File: src/rtl/core/frt_pkg.sv
`default_nettype none
package frt_pkg;

    localparam int FRAGS_PER_MESSAGE_DEF = 8;
    localparam int MESSAGES_DEF          = 4;
    localparam int FRAG_BYTES_DEF        = 32;
    localparam int MAX_RESULTS           = 32;
    localparam logic [31:0] TIMEOUT_RESET = 32'd60;

    localparam logic [2:0] OP_ADD   = 3'd0;
    localparam logic [2:0] OP_QUERY = 3'd1;
    localparam logic [2:0] OP_READ  = 3'd2;
    localparam logic [2:0] OP_AGE   = 3'd3;
    localparam logic [2:0] OP_CLEAR = 3'd4;

    localparam logic [2:0] ST_OK         = 3'd0;
    localparam logic [2:0] ST_INVALID    = 3'd1;
    localparam logic [2:0] ST_NOSLOT     = 3'd2;
    localparam logic [2:0] ST_INCOMPLETE = 3'd3;
    localparam logic [2:0] ST_MISSING    = 3'd4;

    typedef struct packed {
        logic [2:0]  op;
        logic [31:0] message_id;
        logic [7:0]  frag_num;
        logic [7:0]  total_frags;
        logic [7:0]  frag_length;
        logic [5:0]  byte_index;
        logic [7:0]  data_byte;
        logic [31:0] time_value;
    } t_in_item;

    typedef struct packed {
        logic [2:0] status;
        logic       complete;
        logic [7:0] frag_count;
        logic       has_frag;
        logic [7:0] out_byte;
        logic       last;
    } t_out_item;

    typedef struct packed {
        logic [31:0] message;
        logic [7:0]  frag;
        logic [7:0]  total;
        logic [6:0]  length;
        logic [31:0] stamp;
    } t_hdr;

endpackage
`default_nettype wire

File: src/rtl/core/frt_cfg.sv
`default_nettype none
module frt_cfg (
    input  wire logic        i_clk,
    input  wire logic        i_rst_n,
    input  wire logic        psel,
    input  wire logic        penable,
    input  wire logic        pwrite,
    input  wire logic [1:0]  paddr,
    input  wire logic [31:0] pwdata,
    output logic [31:0]      prdata,
    output logic             pready,
    output logic [31:0]      o_timeout
);
    import frt_pkg::*;

    logic [31:0] r_timeout;

    // single register, every address in the window maps to it
    always_ff @(posedge i_clk) begin
        if (!i_rst_n) begin
            r_timeout <= TIMEOUT_RESET;
        end else if (psel && penable && pwrite && (paddr == 2'd0 || paddr != 2'd0)) begin
            r_timeout <= pwdata;
        end
    end

    assign prdata    = r_timeout;
    assign pready    = 1'b1;
    assign o_timeout = r_timeout;
endmodule
`default_nettype wire

File: config.mk
export PLATFORM = sky130hd
export DESIGN_NAME = frt_cfg
export DESIGN_NICKNAME = d
export VERILOG_FILES = /design/src/rtl/core/frt_pkg.sv /design/src/rtl/core/frt_cfg.sv
export SDC_FILE = /design/constraint.sdc
export NUM_CORES = 1
export LEC_CHECK = 0
export BUFFER_PORTS_ARGS = -buffer_cell sky130_fd_sc_hd__buf_2
export CAP_MARGIN = 10
export CORE_AREA = 3 3 64 66
export DETAILED_ROUTE_END_ITERATION = 8
export DIE_AREA = 0 0 67 69
export GPL_TIMING_DRIVEN = 0
export HOLD_SLACK_MARGIN = 0.08
export PLACE_DENSITY = 0.89
export SLEW_MARGIN = 30
export SYNTH_ARGS = -nofsm -noshare
export SYNTH_HDL_FRONTEND = slang
export SYNTH_SLANG_ARGS = --single-unit
File: constraint.sdc
create_clock -name i_clk -period 1.7 [get_ports i_clk]
set_clock_uncertainty 0.2 [all_clocks]
set_input_delay 0.34 -clock i_clk [delete_from_list [all_inputs] [get_ports i_clk]]
set_output_delay 0.34 -clock i_clk [all_outputs]
set_load 0.05 [all_outputs]
# Word-level counts from Yosys, hierarchy flattened
# Cells that the tools add are included.
# totals
ff_bits,32
wordCells,7
output_inout_bits,65
inputBits,39
# op_classes
reduce_logical,6
# op_table
operator,n
$logic_and 1x1->1,3
$logic_not 2->1,1
$reduce_bool 2->1,1
$logic_or 1x1->1,1

# Longest topological paths before layout
# depth
depth_word,3
mapped_depth,4

# Worst setup path after synthesis
# Ideal clock, no wire load.
# synth_timing
path_kind,register to output
from,reg r_timeout[2] (netlist: o_timeout[2])
to,out prdata[2]
setup_slack_ps,247
path_stages_with_launch,2
arrival_time_ps,913
cell_sequence,dfxtp_1 buf_4
# synth_rtl
element,line_no,rtl
start: declaration,frt_cfg.sv:16,logic [31:0] r_timeout;
start signal: assignment,frt_cfg.sv:23,r_timeout <= pwdata;
end: declaration,frt_cfg.sv:10,"output logic [31:0] prdata,"
# No word-level cell between the ends.

# Worst setup path in the final report
# layout_timing
from,reg r_timeout[22] (netlist: o_timeout[22])
to,out prdata[22]
# No word-level cell between the ends.

==> out/summary.txt <==
status -> complete, no violations
flop-to-flop setup slack -> 0.86 ns
clock latency on the worst-skew pair -> 0.27 ns
synthesized net count -> 213
synth top area cells -> dfxtp_1 (41%), mux2i_1 (18%), buf_4 (16%)
Crit Reg-Reg Startpoint -> o_timeout[5]$_SDFFE_PN1P_
RSZ-0062 raised after global routing -> false
first-pass GRT wire length -> 5.52 mm
Final HPWL DP -> 2.76 mm
#FFs+latches synth -> 32
Core Area -> 0.00363 mm^2
top routing layer in use -> met4
Sink Count -> 32
share of cells above drive strength 1 -> 0.514
fin crit share -> 0.907
reg2reg end -> o_timeout[5]$_SDFFE_PN1P_
Core Util, Final -> 0.606
overall global routing resource usage -> 0.149
Final ANT Viol Nets -> 0
DRT Pass-1 Iters -> 4
Layout Nets -> 319
WL met3 -> 288 um
Yosys top cell area share -> 0.414
Static Leak -> 1.20 nW
CP Class -> reg2out
final critical-path required period -> 1.54 ns
Avg Cell Area, Syn -> 8.90 um^2
H-tree Lvls -> 2
Largest register FFs -> 32
IO Count -> 104
CTS Root Cell -> clkbuf_8
GRT overflow -> 0
clock buffer depth -> 2
vias in the first global route -> 1325
drt total wl -> 3.43 mm
post_cts resized -> 0
WHS Path Cells -> 3
Post-Layout Cell Count -> 328
VDD IR max -> 0.481 mV
yosys warns -> 0
hold path start -> pwdata[11]
Die Wd -> 67 um
Placer Congestion -> 0.715
Max Cap Violations -> 0
placed cells -> 321
Final Setup Violations -> 0
number of buffers created by CTS -> 5
top_reg_cell synth -> dfxtp_1
CTS tree -> done
area grow syn2layout -> 42.1%
via count -> 1429
Netlist cell types -> 13
Initial Util -> 0.426
CP arrival -> 1.00 ns
Reg clk slew, reported paths -> 0.06 ns
Met1 Routed Length -> 1.37 mm
Slew Viols, Final -> 0
Std-Cell Rows -> 22
DR WL met2 -> 1.76 mm
crit end category -> output port
Port Buf Inserts -> 99
Data required, critical path -> 1.16 ns
mapped cell area -> 0.00155 mm^2
Worst Hold Class -> in2reg
area of the die -> 0.00462 mm^2
Synth Instances -> 174
Setup crit start kind -> flop
initial antenna violation count -> 0
largest area contributor in the synthesized netlist -> dfxtp_1
most common cell in the synthesized netlist -> nand2_1
Via density -> 4.36
Wirelength per Cell -> 10.4 um
final hold violations -> 0
Post-Route Setup TNS -> 0 ns
Iteration-0 DRC Markers -> 48
PwrDens -> 835 mW/mm^2
commonest cells in the netlist -> nand2_1 (56), buf_4 (33), dfxtp_1 (32)
Worst Hold End -> o_timeout[11]$_SDFFE_PN0P_
Die Span Y -> 69 um
Seq/Total Area, Yosys -> 0.414
Setup Fix Bufs, Post-CTS -> 0
Worst R2R Path Depth -> 2
Post-synth EDFFs -> 0
Post-route DRC -> 0
hold buffer count at cts -> 0
share of flip-flops with an asynchronous set or reset -> 0
pin count of the biggest net entering global routing -> 11
Max Freq -> 0.649 GHz
antenna diode count -> 0
critical path fanouts, max -> 3
==> routing by layer <==
metal  vias up  global-route usage
met5         -                   0
met4         0              0.0518
met3         2              0.0440
met2        55               0.265
met1       644               0.164
li1        728                   -
==> per-stage QoR <==
step	setup slack [ns]	cell area, um^2	hold WS, ns	power (mW)
3_5_place_dp	0.275	2100	0.265	1.25
4_1_cts	0.145	2200	0.101	1.87
2_1_floorplan	0.247	1550	0.282	1.14
3_3_place_gp	0.314	2100	0.254	1.25
6_report	0.159	2200	0.109	1.84
5_1_grt	0.0965	2200	0.105	1.92
==> cell usage in the layout (no fill, tap or decap) <==
cell,synthesis,layout
conb_1,1,1
mux2i_1,28,28
clkbuf_8,0,7
buf_6,2,2
inv_1,4,4
nand2_1,56,56
nand4_1,4,4
buf_4,33,33
o211ai_1,4,4
and3_1,1,1
dfxtp_1,32,32
buf_2,1,100
clkbuf_1,6,6
buf_12,2,2
==> final cells by class <==
cell class	count	area, um^2
timing repair buffer	99	495
clock buffer	7	96.3
tap	48	60.1
buffer	44	338
fill	361	1430
sequential	32	641
inverter	4	15.0
multi-input combinational	94	556
==> power by group <==
part	total, mW	internal (mW)	switching (mW)
Combinational	0.435	0.141	0.295
Sequential	0.798	0.779	0.0195
Clock	0.604	0.360	0.244
Total	1.84	1.28	0.558
==> worst max-delay path, stage by stage, from the launching register on <==
cell and delay, ns:
dfxtp_1 0.37, buf_4 0.12, buf_2 0.25
==> worst max-delay path by stage <==
stage	from	end	slack, ns	depth (start not counted)
global placement	pwrite	o_timeout[23]$_SDFFE_PN0P_	0.31	5
finish	o_timeout[22]$_SDFFE_PN0P_	prdata[22]	0.16	2
detailed placement	pwrite	o_timeout[24]$_SDFFE_PN0P_	0.28	5
floorplan	o_timeout[2]$_SDFFE_PN1P_	prdata[2]	0.25	1
CTS	o_timeout[22]$_SDFFE_PN0P_	prdata[22]	0.15	2
global route	o_timeout[8]$_SDFFE_PN0P_	prdata[8]	0.1	2
==> cells by family (layout without fill, tap and decap cells) <==
logic type | after synthesis | count (layout) | share of synthesized area
AO/OA/AOI/OAI | 4 | 4 | 0.0194
buffers and inverters | 48 | 154 | 0.228
flip-flops | 32 | 32 | 0.414
multiplexers | 28 | 28 | 0.181
other | 1 | 1 | 0.00242
AND/OR/NAND/NOR | 61 | 61 | 0.156
(Power assumes the default switching activity.)
