--- src/rtl/core/frt_pkg.sv ---
`default_nettype none
package frt_pkg;

    localparam int FRAGS_PER_MESSAGE_DEF = 8;
    localparam int MESSAGES_DEF          = 4;
    localparam int FRAG_BYTES_DEF        = 32;
    localparam int MAX_RESULTS           = 32;
    localparam logic [31:0] TIMEOUT_RESET = 32'd60;

    localparam logic [2:0] OP_ADD   = 3'd0;
    localparam logic [2:0] OP_QUERY = 3'd1;
    localparam logic [2:0] OP_READ  = 3'd2;
    localparam logic [2:0] OP_AGE   = 3'd3;
    localparam logic [2:0] OP_CLEAR = 3'd4;

    localparam logic [2:0] ST_OK         = 3'd0;
    localparam logic [2:0] ST_INVALID    = 3'd1;
    localparam logic [2:0] ST_NOSLOT     = 3'd2;
    localparam logic [2:0] ST_INCOMPLETE = 3'd3;
    localparam logic [2:0] ST_MISSING    = 3'd4;

    typedef struct packed {
        logic [2:0]  op;
        logic [31:0] message_id;
        logic [7:0]  frag_num;
        logic [7:0]  total_frags;
        logic [7:0]  frag_length;
        logic [5:0]  byte_index;
        logic [7:0]  data_byte;
        logic [31:0] time_value;
    } t_in_item;

    typedef struct packed {
        logic [2:0] status;
        logic       complete;
        logic [7:0] frag_count;
        logic       has_frag;
        logic [7:0] out_byte;
        logic       last;
    } t_out_item;

    typedef struct packed {
        logic [31:0] message;
        logic [7:0]  frag;
        logic [7:0]  total;
        logic [6:0]  length;
        logic [31:0] stamp;
    } t_hdr;

endpackage
`default_nettype wire

--- src/rtl/core/frt_hdr_ram.sv ---
`default_nettype none
module frt_hdr_ram #(
    parameter int DEPTH = 32,
    parameter int AW    = 5
) (
    input  wire logic          i_clk,
    input  wire logic          i_we,
    input  wire logic [AW-1:0] i_waddr,
    input  wire frt_pkg::t_hdr i_wdata,
    input  wire logic [AW-1:0] i_raddr,
    output frt_pkg::t_hdr      o_rdata
);
    import frt_pkg::*;

    t_hdr r_mem [DEPTH];
    t_hdr r_rdata;

    always_ff @(posedge i_clk) begin
        if (i_we) begin
            r_mem[i_waddr] <= i_wdata;
        end
        r_rdata <= r_mem[i_raddr];
    end

    assign o_rdata = r_rdata;
endmodule
`default_nettype wire

--- config.mk ---
export PLATFORM = sky130hd
export DESIGN_NAME = frt_hdr_ram
export DESIGN_NICKNAME = d
export VERILOG_FILES = /design/src/rtl/core/frt_pkg.sv /design/src/rtl/core/frt_hdr_ram.sv
export SDC_FILE = /design/constraint.sdc
export NUM_CORES = 2
export LEC_CHECK = 0
export ABC_AREA = 1
export BUFFER_PORTS_ARGS = -buffer_cell sky130_fd_sc_hd__buf_2
export CAP_MARGIN = 20
export CORE_ASPECT_RATIO = 0.8
export CORE_MARGIN = 5
export CORE_UTILIZATION = 42
export DETAILED_ROUTE_END_ITERATION = 10
export PLACE_DENSITY_LB_ADDON = 0.05
export SLEW_MARGIN = 40
export SYNTH_ARGS = -nofsm -noshare
export SYNTH_HDL_FRONTEND = slang
export SYNTH_SLANG_ARGS = --single-unit
--- constraint.sdc ---
create_clock -name i_clk -period 14.3 [get_ports i_clk]
set_input_delay 2.86 -clock i_clk [delete_from_list [all_inputs] [get_ports i_clk]]
set_output_delay 2.86 -clock i_clk [all_outputs]
set_load 0.05 [all_outputs]
# [Yosys cells after proc, flatten, opt, wreduce, memory -nomap -nowiden]
# Memory sizes are Yosys's and may differ from the RTL's. A register that Yosys moved wholly into a read port is not among the register bits.
# Cells that the tools add are included.
[op_classes] n_addsub=0 n_mul=0 n_div=0 order_cmp=0 n_eq_ne=0 n_shift=0 n_mux=2 n_bitwise=0 reduce_logical=0
[op_table] operator="$mux 1" n=2
[totals] ff_bits=0 latchBits=0 mem_bits_rw=2784 rom_bits=0 in_bits=99 output_inout_bits=87 elab_cells=3 n_memories=1
[mem_list] memory="r_mem" words=32 width=87 read_ports=1 rd_ports_with_merged_regs=1 wr=1 line="frt_hdr_ram.sv:15" text="t_hdr r_mem [DEPTH];"

# [Logic depth before layout (Yosys ltp)]
[logic_depth] depth_word=2 depth_mapped=12 depth_no_buf=9

# [Least setup slack after synthesis]
# Ideal clock, no wire load.
[synth_timing] path_kind="input port to flip-flop" startpoint="input port i_waddr[0]" endpoint="memory r_mem[0][0] (netlist name) (enable)" setup_time_ps=533 arrival_time_ps=6788 required_time_ps=13767 slack_ps=6979 path_stages=3 n_path_buf=0 path_cell_list="inv_1 nand3_1 nor2_1"
[synth_lines] element="from (decl)" line="frt_hdr_ram.sv:8" text="input wire logic [AW-1:0] i_waddr,"
[synth_lines] element="to (decl)" line="frt_hdr_ram.sv:15"
# No word-level cell before the write port.

==> run summary <==
vias per cell: 5.52
Synth Instances: 9166
Worst EP arrival: 6.76 ns
reg2reg path depth: 8
Post-CTS Setup Bufs: 0
fin. max-slew vios: 0
Worst Tran Pin Value: 0.943 ns
most frequent CP cell: nand3_1
post-synthesis register bit count: 2871
Synth Warn #: 0
RSZ-0062 raised after global routing: no
Clk network pwr share: 0.418
Worst Setup End Kind: register
Pleak: 45.0 nW
layout cells sized above 1: 0.0839
main area contributors after synthesis: edfxtp_1, nand3_1, nand2_1, dfxtp_1, buf_2
H-Tree Depth: 5
slowest stage cell, crit path: buf_4
first-pass GRT wire length: 512000 µm
Clock Tree Buf Depth: 4
post-layout min period: 6.03 ns
hold endpoint: o_rdata[71]
reg2reg setup slack: 12.96 ns
CP Max Fanout: 69
drt wl/cell: 27.2 µm
CP required: 15.03 ns
gr usage total: 0.249
DR vias: 72.2k
pwr dens: 142 mW/mm²
status: completed
largest area contributor in the netlist: edfxtp_1
Final Cycle Share: 0.422
Worst setup SP type: primary input
Sw Ratio: 0.228
largest stage delay on the critical path: 0.77 ns
gpl congestion: 0.729
Area Overhead vs Synth: 12.7%
CP bufs+invs: 5
Ports: 186
nets@finish: 9323
DRT iter0 DRCs: 6742
CTS tree: built
DRC: 0
max-cap viol count: 0
largest net degree at the start of global routing: 127
cts bufs inserted: 302
Reg power frac: 0.520
initial antenna violation count: 29
core area: 0.268 mm²
Initial Utilization: 0.422
Root Buffer: clkbuf_16
non-filler cells, final: 13.1k
sequential area share after synthesis: 0.754
register area: 0.0853 mm²
# placed instances: 12.5k
Fin. Hold Viols: 0
worst-skew pair later-pin latency: 0.85 ns
Net Sw Power: 4.13 mW
min-delay src: r_mem[18][71]
vias in the first global route: 69.7k
reg2reg start: r_mem[1][51]
HP Class: reg -> reg
hold_buf cts: 0
combinational fraction of design power: 0.063
CTS Sinks: 2871
reg2reg end: o_rdata[51]
Die Y: 474 µm
Syn Area/Cell: 12.3 µm²
Port-buffer cells: 185
antenna-violating nets left: 0
PostCTS Resize Cnt: 0
fillcell total: 24.0k
critical path class: in -> reg
syn nets: 9265
Reg clk slew, reported paths: 0.06 ns
overall power: 18.1 mW
Die W: 590 µm
Setup Skew: 0.0256 ns
Max Clk Rate: 166 MHz
setup TNS: 0 ns
final setup fails: 0
Internal Pwr Total: 13.9 mW
mapped cell area: 0.113 mm²
library cells used by synthesis: 16
drt pass-1 iters: 5
post-synth top area share: 0.739
Multi-input gate area: 0.0247 mm²
Slew HR: 0.371
Rows: 170
Hold Path Stages: 6
DIE AREA: 0.280 mm²
CP top delay family: buffers and inverters
total wire length: 355000 µm
CP Cell Sequence: buf_8, buf_4, buf_4, buf_4, buf_6, nand3_1, nand3_1, nand3_1, nand3_1, nand2_1
gr ovfl total: 0
IR drop worst, VDD: 0.0873 mV
Detail Placement HPWL: 164000 µm
-- metrics by stage --
stage / hold WS, ns / utilization / instance area [µm²] / setup WS, ns
after global placement: 0.676 / 0.436 / 117000 / 7.14
final: 0.696 / 0.475 / 127000 / 8.27
after global routing: 0.755 / 0.475 / 127000 / 8.03
after CTS: 0.703 / 0.475 / 127000 / 8.02
after floorplan: 0.640 / - / 113000 / 6.98
after detailed placement: 0.687 / 0.440 / 118000 / 7.10
-- power by group through the flow --
stage | combinational, mW | sequential [mW] | clock [mW]
finish | 1.13 | 9.40 | 7.55
CTS | 1.14 | 9.40 | 7.72
floorplan | 0.582 | 9.67 | 0
global placement | 1.12 | 9.57 | 0
global route | 1.24 | 9.40 | 8.07
detailed placement | 1.14 | 9.57 | 0
-- flip-flops by register name (all words and copies together), names as in the netlist --
| name | count |
|---|---|
| r_mem | 2784 |
| o_rdata | 87 |
-- layout by cell type (no fill, tap or decap), drive strengths merged --
master	instances
clkbuf	433
clkinvlp	3
edfxtp	2784
clkinv	80
bufinv	10
nor2	32
nand2	3195
inv	16
dfxtp	87
buf	351
nand3	2460
diode	9
-- synth_stat cells --
cell type and number:
inv_4 1, clkinv_1 2, buf_1 41, nor2_1 32, nand3_1 2460, buf_12 1, buf_8 2, inv_1 6
buf_6 25, inv_2 1, edfxtp_1 2784, dfxtp_1 87, nand2_1 3195, buf_4 115, clkbuf_1 90, buf_2 324
-- worst max-delay path by stage --
stage                   to  cells past startpoint        from
2_1_floorplan  r_mem[0][0]                      3  i_waddr[0]
3_3_place_gp   o_rdata[67]                     10  i_raddr[1]
3_5_place_dp   o_rdata[67]                     10  i_raddr[1]
4_1_cts        o_rdata[67]                     10  i_raddr[1]
5_1_grt        o_rdata[67]                     10  i_raddr[1]
6_report       o_rdata[67]                     10  i_raddr[1]
-- layout make-up --
type / instances / share of cell area
repair buffers: 352 / 0.0273
diodes: 9 / 0.000177
clock inverters: 99 / 0.00581
multi-input cells: 5687 / 0.194
well taps: 3612 / 0.0355
flip-flops and latches: 2871 / 0.670
clock buffers: 432 / 0.0672
inverters: 10 / 0.000736
-- cell families after synthesis --
group / synth area share
AND/OR/NAND/NOR: 0.216
buffers and inverters: 0.0296
flip-flops: 0.754
-- per-layer routing --
| metal | track usage | wire length [µm] |
|---|---|---|
| met1 | 0.375 | 166000 |
| met2 | 0.393 | 163000 |
| met3 | 0.0269 | 19300 |
| met4 | 0.0510 | 7190 |
| met5 | 0 | 56 |
-- tightest hold or removal path, cell delays in order, from the launching register on --
cell and delay (ns):
edfxtp_1 0.32, nand2_1 0.05, nand3_1 0.05, nand3_1 0.06
nand3_1 0.08, nand3_1 0.06, nand2_1 0.05
Note: power is estimated with default switching activity, not from simulation.
